<file path="src/rtl/core/rtsr_pkg.sv">
package rtsr_pkg;

    // Widths of the record fields, fixed by the interface.
    localparam int KEY_W  = 32;
    localparam int DATA_W = 32;
    localparam int POS_W  = 5;
    localparam int FILL_W = 6;

    typedef logic [1:0] t_command;
    typedef logic [1:0] t_status;

    localparam t_command CMD_INSERT = 2'd0;
    localparam t_command CMD_SEARCH = 2'd1;
    localparam t_command CMD_READ   = 2'd2;
    localparam t_command CMD_REMOVE = 2'd3;

    localparam t_status ST_OK        = 2'd0;
    localparam t_status ST_FULL      = 2'd1;
    localparam t_status ST_NOT_FOUND = 2'd2;
    localparam t_status ST_EMPTY     = 2'd3;

endpackage

</file>
<file path="src/rtl/core/record_table_search_remove.sv">
// Record table: an unsorted list of key and payload records held in one memory.
// The input channel (i_in_valid / o_in_stall) carries one command per transaction:
// insert, search by key, read by position or remove by key. The output channel
// (o_out_valid / i_out_stall) returns exactly one result transaction per command.
// The configuration channel (i_cfg_valid / o_cfg_ready) writes remove_mode and is
// always ready; it should only be used while the block is idle.
// Commands are handled one at a time and o_in_stall is high while one is in work.
// Insert writes the memory as it is accepted; read passes through S_READ. Search
// scans from position 0 and stops at the first match, or after all N entries on
// a miss. Remove scans the same way, then in S_SHIFT moves the last entry into the
// hole h or copies each later entry down by one; N is the fill count. The block is
// ready for the next command in the cycle after its result is loaded. The
// single-port-read memory and one key comparator visit one entry per cycle, and a
// shift removal copies one entry per cycle.
// The result sits in an output register, so a new command is accepted while an
// earlier result is still waiting for the receiver.
// When i_out_stall is high the result holds; a finished command waits in its
// last step until the output register is free.
// Reset (synchronous, active low) empties the table and clears remove_mode to
// zero. No clearing pass runs: entries beyond the fill count are never used.
module record_table_search_remove
    import rtsr_pkg::*;
#(
    parameter int CAPACITY = 32
) (
    input  logic                i_clk,
    input  logic                i_rst_n,
    input  logic                i_in_valid,
    output logic                o_in_stall,
    input  t_command            i_command,
    input  logic [KEY_W-1:0]    i_key,
    input  logic [DATA_W-1:0]   i_payload,
    input  logic [POS_W-1:0]    i_position,
    output logic                o_out_valid,
    input  logic                i_out_stall,
    output t_status             o_status,
    output logic [POS_W-1:0]    o_found_position,
    output logic [KEY_W-1:0]    o_key_out,
    output logic [DATA_W-1:0]   o_payload_out,
    output logic [FILL_W-1:0]   o_fill_count,
    input  logic                i_cfg_valid,
    output logic                o_cfg_ready,
    input  logic                i_cfg_remove_mode
);

    localparam int AW = (CAPACITY > 1) ? $clog2(CAPACITY) : 1;
    localparam int CW = $clog2(CAPACITY + 1);
    localparam int EW = (CW > FILL_W) ? CW : FILL_W;
    localparam int MW = KEY_W + DATA_W;

    localparam logic [2:0] S_IDLE  = 3'd0;
    localparam logic [2:0] S_READ  = 3'd1;
    localparam logic [2:0] S_SCAN  = 3'd2;
    localparam logic [2:0] S_SHIFT = 3'd3;
    localparam logic [2:0] S_DONE  = 3'd4;

    // Record memory: key in the upper half, payload in the lower half.
    logic [MW-1:0]      r_mem [CAPACITY];
    logic [MW-1:0]      r_mem_q;
    logic               mem_we;
    logic [AW-1:0]      mem_waddr;
    logic [MW-1:0]      mem_wdata;
    logic [AW-1:0]      mem_raddr;

    logic [2:0]         r_state, n_state;
    logic [CW-1:0]      r_count, n_count;
    logic               r_mode, n_mode;
    t_command           r_cmd, n_cmd;
    logic [KEY_W-1:0]   r_key, n_key;
    // Next address to read, and whether r_mem_q holds a pending read.
    logic [CW-1:0]      r_ridx, n_ridx;
    logic               r_qv, n_qv;
    logic [AW-1:0]      r_qidx, n_qidx;
    logic [AW-1:0]      r_dst, n_dst;
    t_status            r_res_status, n_res_status;
    logic [AW-1:0]      r_res_pos, n_res_pos;
    logic [KEY_W-1:0]   r_res_key, n_res_key;
    logic [DATA_W-1:0]  r_res_pay, n_res_pay;
    logic               r_out_valid, n_out_valid;
    t_status            r_out_status, n_out_status;
    logic [POS_W-1:0]   r_out_pos, n_out_pos;
    logic [KEY_W-1:0]   r_out_key, n_out_key;
    logic [DATA_W-1:0]  r_out_pay, n_out_pay;
    logic [FILL_W-1:0]  r_out_fill, n_out_fill;

    logic [EW-1:0]      pos_ext;
    logic [EW-1:0]      cnt_ext;
    logic [EW-1:0]      res_pos_ext;
    logic               pos_ok;
    logic               key_hit;

    assign pos_ext     = EW'(i_position);
    assign cnt_ext     = EW'(r_count);
    assign res_pos_ext = EW'(r_res_pos);
    assign pos_ok      = pos_ext < cnt_ext;

    // The one comparator, shared by search and remove.
    assign key_hit = r_qv && (r_mem_q[MW-1:DATA_W] == r_key);

    always_ff @(posedge i_clk) begin
        if (mem_we) begin
            r_mem[mem_waddr] <= mem_wdata;
        end
        r_mem_q <= r_mem[mem_raddr];
    end

    always_comb begin
        n_state      = r_state;
        n_count      = r_count;
        n_mode       = r_mode;
        n_cmd        = r_cmd;
        n_key        = r_key;
        n_ridx       = r_ridx;
        n_qv         = r_qv;
        n_qidx       = r_qidx;
        n_dst        = r_dst;
        n_res_status = r_res_status;
        n_res_pos    = r_res_pos;
        n_res_key    = r_res_key;
        n_res_pay    = r_res_pay;
        n_out_valid  = r_out_valid;
        n_out_status = r_out_status;
        n_out_pos    = r_out_pos;
        n_out_key    = r_out_key;
        n_out_pay    = r_out_pay;
        n_out_fill   = r_out_fill;
        mem_we       = 1'b0;
        mem_waddr    = r_dst;
        mem_wdata    = r_mem_q;
        mem_raddr    = r_ridx[AW-1:0];

        if (i_cfg_valid) begin
            n_mode = i_cfg_remove_mode;
        end
        if (r_out_valid && !i_out_stall) begin
            n_out_valid = 1'b0;
        end

        unique case (r_state)
            S_IDLE: begin
                mem_raddr = pos_ext[AW-1:0];
                if (i_in_valid) begin
                    n_cmd        = i_command;
                    n_key        = i_key;
                    n_ridx       = '0;
                    n_qv         = 1'b0;
                    n_res_status = ST_OK;
                    n_res_pos    = '0;
                    n_res_key    = '0;
                    n_res_pay    = '0;
                    case (i_command)
                        CMD_INSERT: begin
                            if (r_count < CW'(CAPACITY)) begin
                                mem_we    = 1'b1;
                                mem_waddr = r_count[AW-1:0];
                                mem_wdata = {i_key, i_payload};
                                n_res_pos = r_count[AW-1:0];
                                n_count   = r_count + CW'(1);
                            end else begin
                                n_res_status = ST_FULL;
                            end
                            n_state = S_DONE;
                        end
                        CMD_READ: begin
                            if (pos_ok) begin
                                n_res_pos = pos_ext[AW-1:0];
                                n_state   = S_READ;
                            end else begin
                                n_res_status = ST_EMPTY;
                                n_state      = S_DONE;
                            end
                        end
                        default: begin
                            n_state = S_SCAN;
                        end
                    endcase
                end
            end
            S_READ: begin
                n_res_key = r_mem_q[MW-1:DATA_W];
                n_res_pay = r_mem_q[DATA_W-1:0];
                n_state   = S_DONE;
            end
            S_SCAN: begin
                if (key_hit) begin
                    n_res_pos = r_qidx;
                    n_res_key = r_mem_q[MW-1:DATA_W];
                    n_res_pay = r_mem_q[DATA_W-1:0];
                    n_qv      = 1'b0;
                    if (r_cmd == CMD_REMOVE) begin
                        // The hole is filled from the last entry, or from
                        // each later entry in turn.
                        n_dst   = r_qidx;
                        n_ridx  = r_mode ? (CW'(r_qidx) + CW'(1)) : (r_count - CW'(1));
                        n_state = S_SHIFT;
                    end else begin
                        n_state = S_DONE;
                    end
                end else if (r_ridx < r_count) begin
                    n_qv   = 1'b1;
                    n_qidx = r_ridx[AW-1:0];
                    n_ridx = r_ridx + CW'(1);
                end else if (r_qv) begin
                    n_qv = 1'b0;
                end else begin
                    n_res_status = ST_NOT_FOUND;
                    n_state      = S_DONE;
                end
            end
            S_SHIFT: begin
                if (r_qv) begin
                    mem_we = 1'b1;
                    n_dst  = r_dst + AW'(1);
                end
                if (r_ridx < r_count) begin
                    n_qv   = 1'b1;
                    n_ridx = r_ridx + CW'(1);
                end else begin
                    n_qv = 1'b0;
                    if (!r_qv) begin
                        n_count = r_count - CW'(1);
                        n_state = S_DONE;
                    end
                end
            end
            S_DONE: begin
                if (!r_out_valid || !i_out_stall) begin
                    n_out_valid  = 1'b1;
                    n_out_status = r_res_status;
                    n_out_pos    = res_pos_ext[POS_W-1:0];
                    n_out_key    = r_res_key;
                    n_out_pay    = r_res_pay;
                    n_out_fill   = cnt_ext[FILL_W-1:0];
                    n_state      = S_IDLE;
                end
            end
            default: begin
                n_state = S_IDLE;
            end
        endcase
    end

    always_ff @(posedge i_clk) begin
        if (!i_rst_n) begin
            r_state     <= S_IDLE;
            r_count     <= '0;
            r_mode      <= 1'b0;
            r_qv        <= 1'b0;
            r_out_valid <= 1'b0;
        end else begin
            r_state     <= n_state;
            r_count     <= n_count;
            r_mode      <= n_mode;
            r_qv        <= n_qv;
            r_out_valid <= n_out_valid;
        end
    end

    always_ff @(posedge i_clk) begin
        r_cmd        <= n_cmd;
        r_key        <= n_key;
        r_ridx       <= n_ridx;
        r_qidx       <= n_qidx;
        r_dst        <= n_dst;
        r_res_status <= n_res_status;
        r_res_pos    <= n_res_pos;
        r_res_key    <= n_res_key;
        r_res_pay    <= n_res_pay;
        r_out_status <= n_out_status;
        r_out_pos    <= n_out_pos;
        r_out_key    <= n_out_key;
        r_out_pay    <= n_out_pay;
        r_out_fill   <= n_out_fill;
    end

    assign o_in_stall       = (r_state != S_IDLE);
    assign o_cfg_ready      = 1'b1;
    assign o_out_valid      = r_out_valid;
    assign o_status         = r_out_status;
    assign o_found_position = r_out_pos;
    assign o_key_out        = r_out_key;
    assign o_payload_out    = r_out_pay;
    assign o_fill_count     = r_out_fill;

endmodule

</file>
<file path="config.mk">
export PLATFORM = sky130hd
export DESIGN_NAME = record_table_search_remove
export DESIGN_NICKNAME = d
export VERILOG_FILES = /design/src/rtl/core/rtsr_pkg.sv /design/src/rtl/core/record_table_search_remove.sv
export SDC_FILE = /design/constraint.sdc
export NUM_CORES = 2
export LEC_CHECK = 0
export BUFFER_PORTS_ARGS = -buffer_cell sky130_fd_sc_hd__buf_2
export CAP_MARGIN = 20
export CORE_MARGIN = 4
export CORE_UTILIZATION = 35
export DETAILED_ROUTE_END_ITERATION = 12
export GPL_TIMING_DRIVEN = 0
export SLEW_MARGIN = 20
export SYNTH_ARGS = -nofsm -noshare
export SYNTH_HDL_FRONTEND = slang
export SYNTH_SLANG_ARGS = --single-unit
</file>
<file path="constraint.sdc">
create_clock -name i_clk -period 10.4 [get_ports i_clk]
set_input_delay 1.04 -clock i_clk [delete_from_list [all_inputs] [get_ports i_clk]]
set_output_delay 1.04 -clock i_clk [all_outputs]
set_load 0.05 [all_outputs]
</file>
==> results.toml <==
[die]
io_pins = 157
core_um2 = 263000
dieArea_um2 = 272000
die_w_um = 522
num_rows = 188
fp.dieH_um = 522
start_util = 0.352

[logic_synthesis]
synthXorXnorAreaFrac = 0.00464
syn_area_um2 = 92400
synth_top_family_by_area = "multiplexers"
syn-num-nets = 5761
synth_cell_types = 61
synth_simple_gate_area_frac = 0.0730
synth_compound_area_frac = 0.0512
syn_avg_cell_area_um2 = 16.3
synth-edff-count = 2246
synth_warnings = 0
synthAdderAreaFrac = 0.00190
seq_area_frac_synth = 0.746
synth_mux_area_frac = 0.103
syn_inst = 5670
synth_seq_cells = 2322
synthArstFlopShare = 0
synth_ff_type = "edfxtp_1"

[timing]
finalSetupViolCount = 0
rsz0062_at_grt = "no"
worstMarginPinSlew_ps = 1180
slew-limit-headroom = 0.207
fin_skew_ps = 65.4
hold_viol_final = 0
finalCriticalPeriod_ps = 5130
max_freq_ghz = 0.195
holdWs_ps = 342
drv_slew = 0
setup_tns_ps = 0
period_share = 0.493

[setup_path]
required_ps = 9360
critPathMaxFanout = 10
critPathLaunchType = "flip-flop"
crit_type = "reg -> out"
path_cells = "nor3_4 > clkinv_1 > clkbuf_2 > buf_1 > buf_2"
critPathMaxStageDelay_ps = 770
slowest_stage = "clkinv_1"
crit_path_end_kind = "output pin"
cp.arrival_ps = 4090

[global_routing]
grt_pass1_vias = 53679
overflow = 0
grt_use_total = 0.210
grt_pass1_wl_um = 409000
grt_max_degree = 33
antenna_found_initial = 17

[layout]
drive_above_1_share = 0.177
fin_nets = 6268
layout-area-overhead-vs-synth_pct = 17.1
final_cell_mix = "edfxtp_1 (2246), nand2_1 (877), mux2i_1 (539)"
n_fill_cell = 23635
final_common_cell = "edfxtp_1"
multiInputGateArea_um2 = 22000
regArea_um2 = 69000
fin_util = 0.412
design_area_um2 = 108000

[drt]
wl_per_cell_um = 29.7
vias = 55404
drt_iter0_drc = 7861
routed_wl_um = 294000
vias_per_cell = 5.60
ant_nets = 0
firstDrtPassIters = 8
drc = 0

[pwr]
sw_frac_of_total = 0.297
power.leakage_uw = 0.0364
vdd_drop_max_uv = 180
pwr-share-seq = 0.480
clkPwrFrac = 0.333
power_switching_uw = 7280
internal_power_uw = 17200
power.density_nw_per_um2 = 227
p_comb_frac = 0.186

[place]
dp_hpwl_um = 207000
gp_congestion = 0.903
io_buffers = 155
place_area_um2 = 101000

[clock_network]
cts.sinks = 2322
cts_root_buf = "clkbuf_16"
postCtsSetupBuffers = 0
tritoncts = "built"
cts_resized = 0
clk_path_buf_depth = 3
hold_buffers = 0
clkLatencyLatePin_ps = 890
clkTransAtPathRegs_ps = 60
htree_levels = 4
cts_buffers = 225

[run]
cap_violations = 0

[outcome]
status = "finished, final reports clean"

[min_path]
min_path_type = "in -> reg"
==> per-layer routing <==
| metal | share of wire | GRT usage |
|---|---|---|
| met2 | 0.45 | 0.324 |
| met1 | 0.40 | 0.289 |
| met3 | 0.10 | 0.0466 |
| met5 | 0.000071 | 0 |
| met4 | 0.042 | 0.0850 |
==> per-stage QoR <==
stage | instances | setup WS (ps) | total power (µW)
final | 9899 | 5270 | 24500
after global routing | 9891 | 5220 | 25200
after CTS | 9888 | 5300 | 24600
after detailed placement | 9463 | 4830 | 16500
after global placement | 9340 | -12.9 | 16300
after floorplan | 5670 | 4830 | 14400
==> synth_stat cells (3+ instances only) <==
cell       number  area, µm²
o2bb2ai_1       3       26.3
mux4_2        162       3650
nand2_1       908       3410
a221oi_1       46        403
a211oi_1       49        368
clkbuf_1      153        574
nor2_2          6       37.5
and3_1         66        413
buf_6          18        203
o21a_1          4       30.0
a311oi_1       13        114
inv_1          15       56.3
xor2_1          8       70.1
edfxtp_1     2246      67400
mux2i_1       539       5400
dfxtp_1        76       1520
o21ai_1        20        100
nor2b_1         4       25.0
a21oi_1        18       90.1
buf_4          54        405
o211ai_1       62        465
o32ai_1        12        105
buf_2         106        531
o22ai_1        46        288
o21ai_0        61        305
a31oi_1       108        676
nand4_1        78        488
or2_2           6       37.5
nand3_1       265       1330
a211oi_2       16        200
xnor2_1        41        359
buf_1          20       75.1
a22oi_1        91        683
mux2_2         39        439
nor3_1         10       50.1
nor2_1         90        338
ha_1           14        175
and2_1         71        444
nand2b_1        8       50.1
a32oi_1        89        780
==> registers in the layout, indices dropped and copies added (netlist names) <==
| register | cells |
|---|---|
| r_mem | 2048 |
| r_mem_q | 64 |
| r_cmd | 2 |
| r_qv | 1 |
| r_dst | 5 |
| r_qidx | 5 |
| r_key | 32 |
| o_fill_count | 6 |
| r_mode | 1 |
| r_ridx | 6 |
| r_res_key | 32 |
| o_key_out | 32 |
| o_out_valid | 1 |
| r_res_status | 2 |
| o_payload_out | 32 |
| o_status | 2 |
| r_state | 3 |
| o_found_position | 5 |
| cnt_ext | 6 |
| r_res_pos | 5 |
| r_res_pay | 32 |
==> cell type report <==
cell class,instances,area share
Sequential cell,2322,0.637
Antenna cell,9,0.000208
Multi-Input combinational cell,2980,0.203
Timing Repair Buffer,280,0.0327
Clock buffer,301,0.0568
Tap cell,3515,0.0407
Clock inverter,124,0.0114
Inverter,16,0.000555
Buffer,352,0.0168
==> cells by family after synthesis <==
| logic type | after synthesis |
|---|---|
| fa+ha+maj | 14 |
| xor+xnor | 49 |
| mux | 741 |
| flops | 2322 |
| other cells | 1 |
| buf+inv | 368 |
| compound gates | 648 |
| simple gates | 1527 |
==> final timing paths <==
kind,from,end,slack [ps],depth (start not counted)
setup reg to reg,cnt_ext[5]$_SDFFE_PN0P_,r_mem[28][62]$_DFFE_PP_,5350,7
hold / removal,i_key[0],r_key[0]$_DFFE_PP_,340,1
hold reg to reg,r_res_pay[24]$_SDFFCE_PN0P_,o_payload_out[24]$_DFFE_PP_,400,0
setup / recovery,r_state[2]$_SDFFE_PN0P_,o_in_stall,5270,5
==> power by group through the flow <==
stage / sequential [µW] / clock, µW / combinational (µW)
after detailed placement: 12000 / 0 / 4480
after CTS: 11800 / 8250 / 4500
final: 11800 / 8160 / 4570
after floorplan: 11900 / 0 / 2440
after global placement: 12000 / 0 / 4310
after global routing: 11800 / 8630 / 4820
==> critical path, delay by kind of cell, from the launching register on <==
family | cells | cell delay [ps]
AND/OR/NAND/NOR | 1 | 590
buffers and inverters | 4 | 2170
flip-flops | 1 | 430
(Power assumes the default switching activity.)
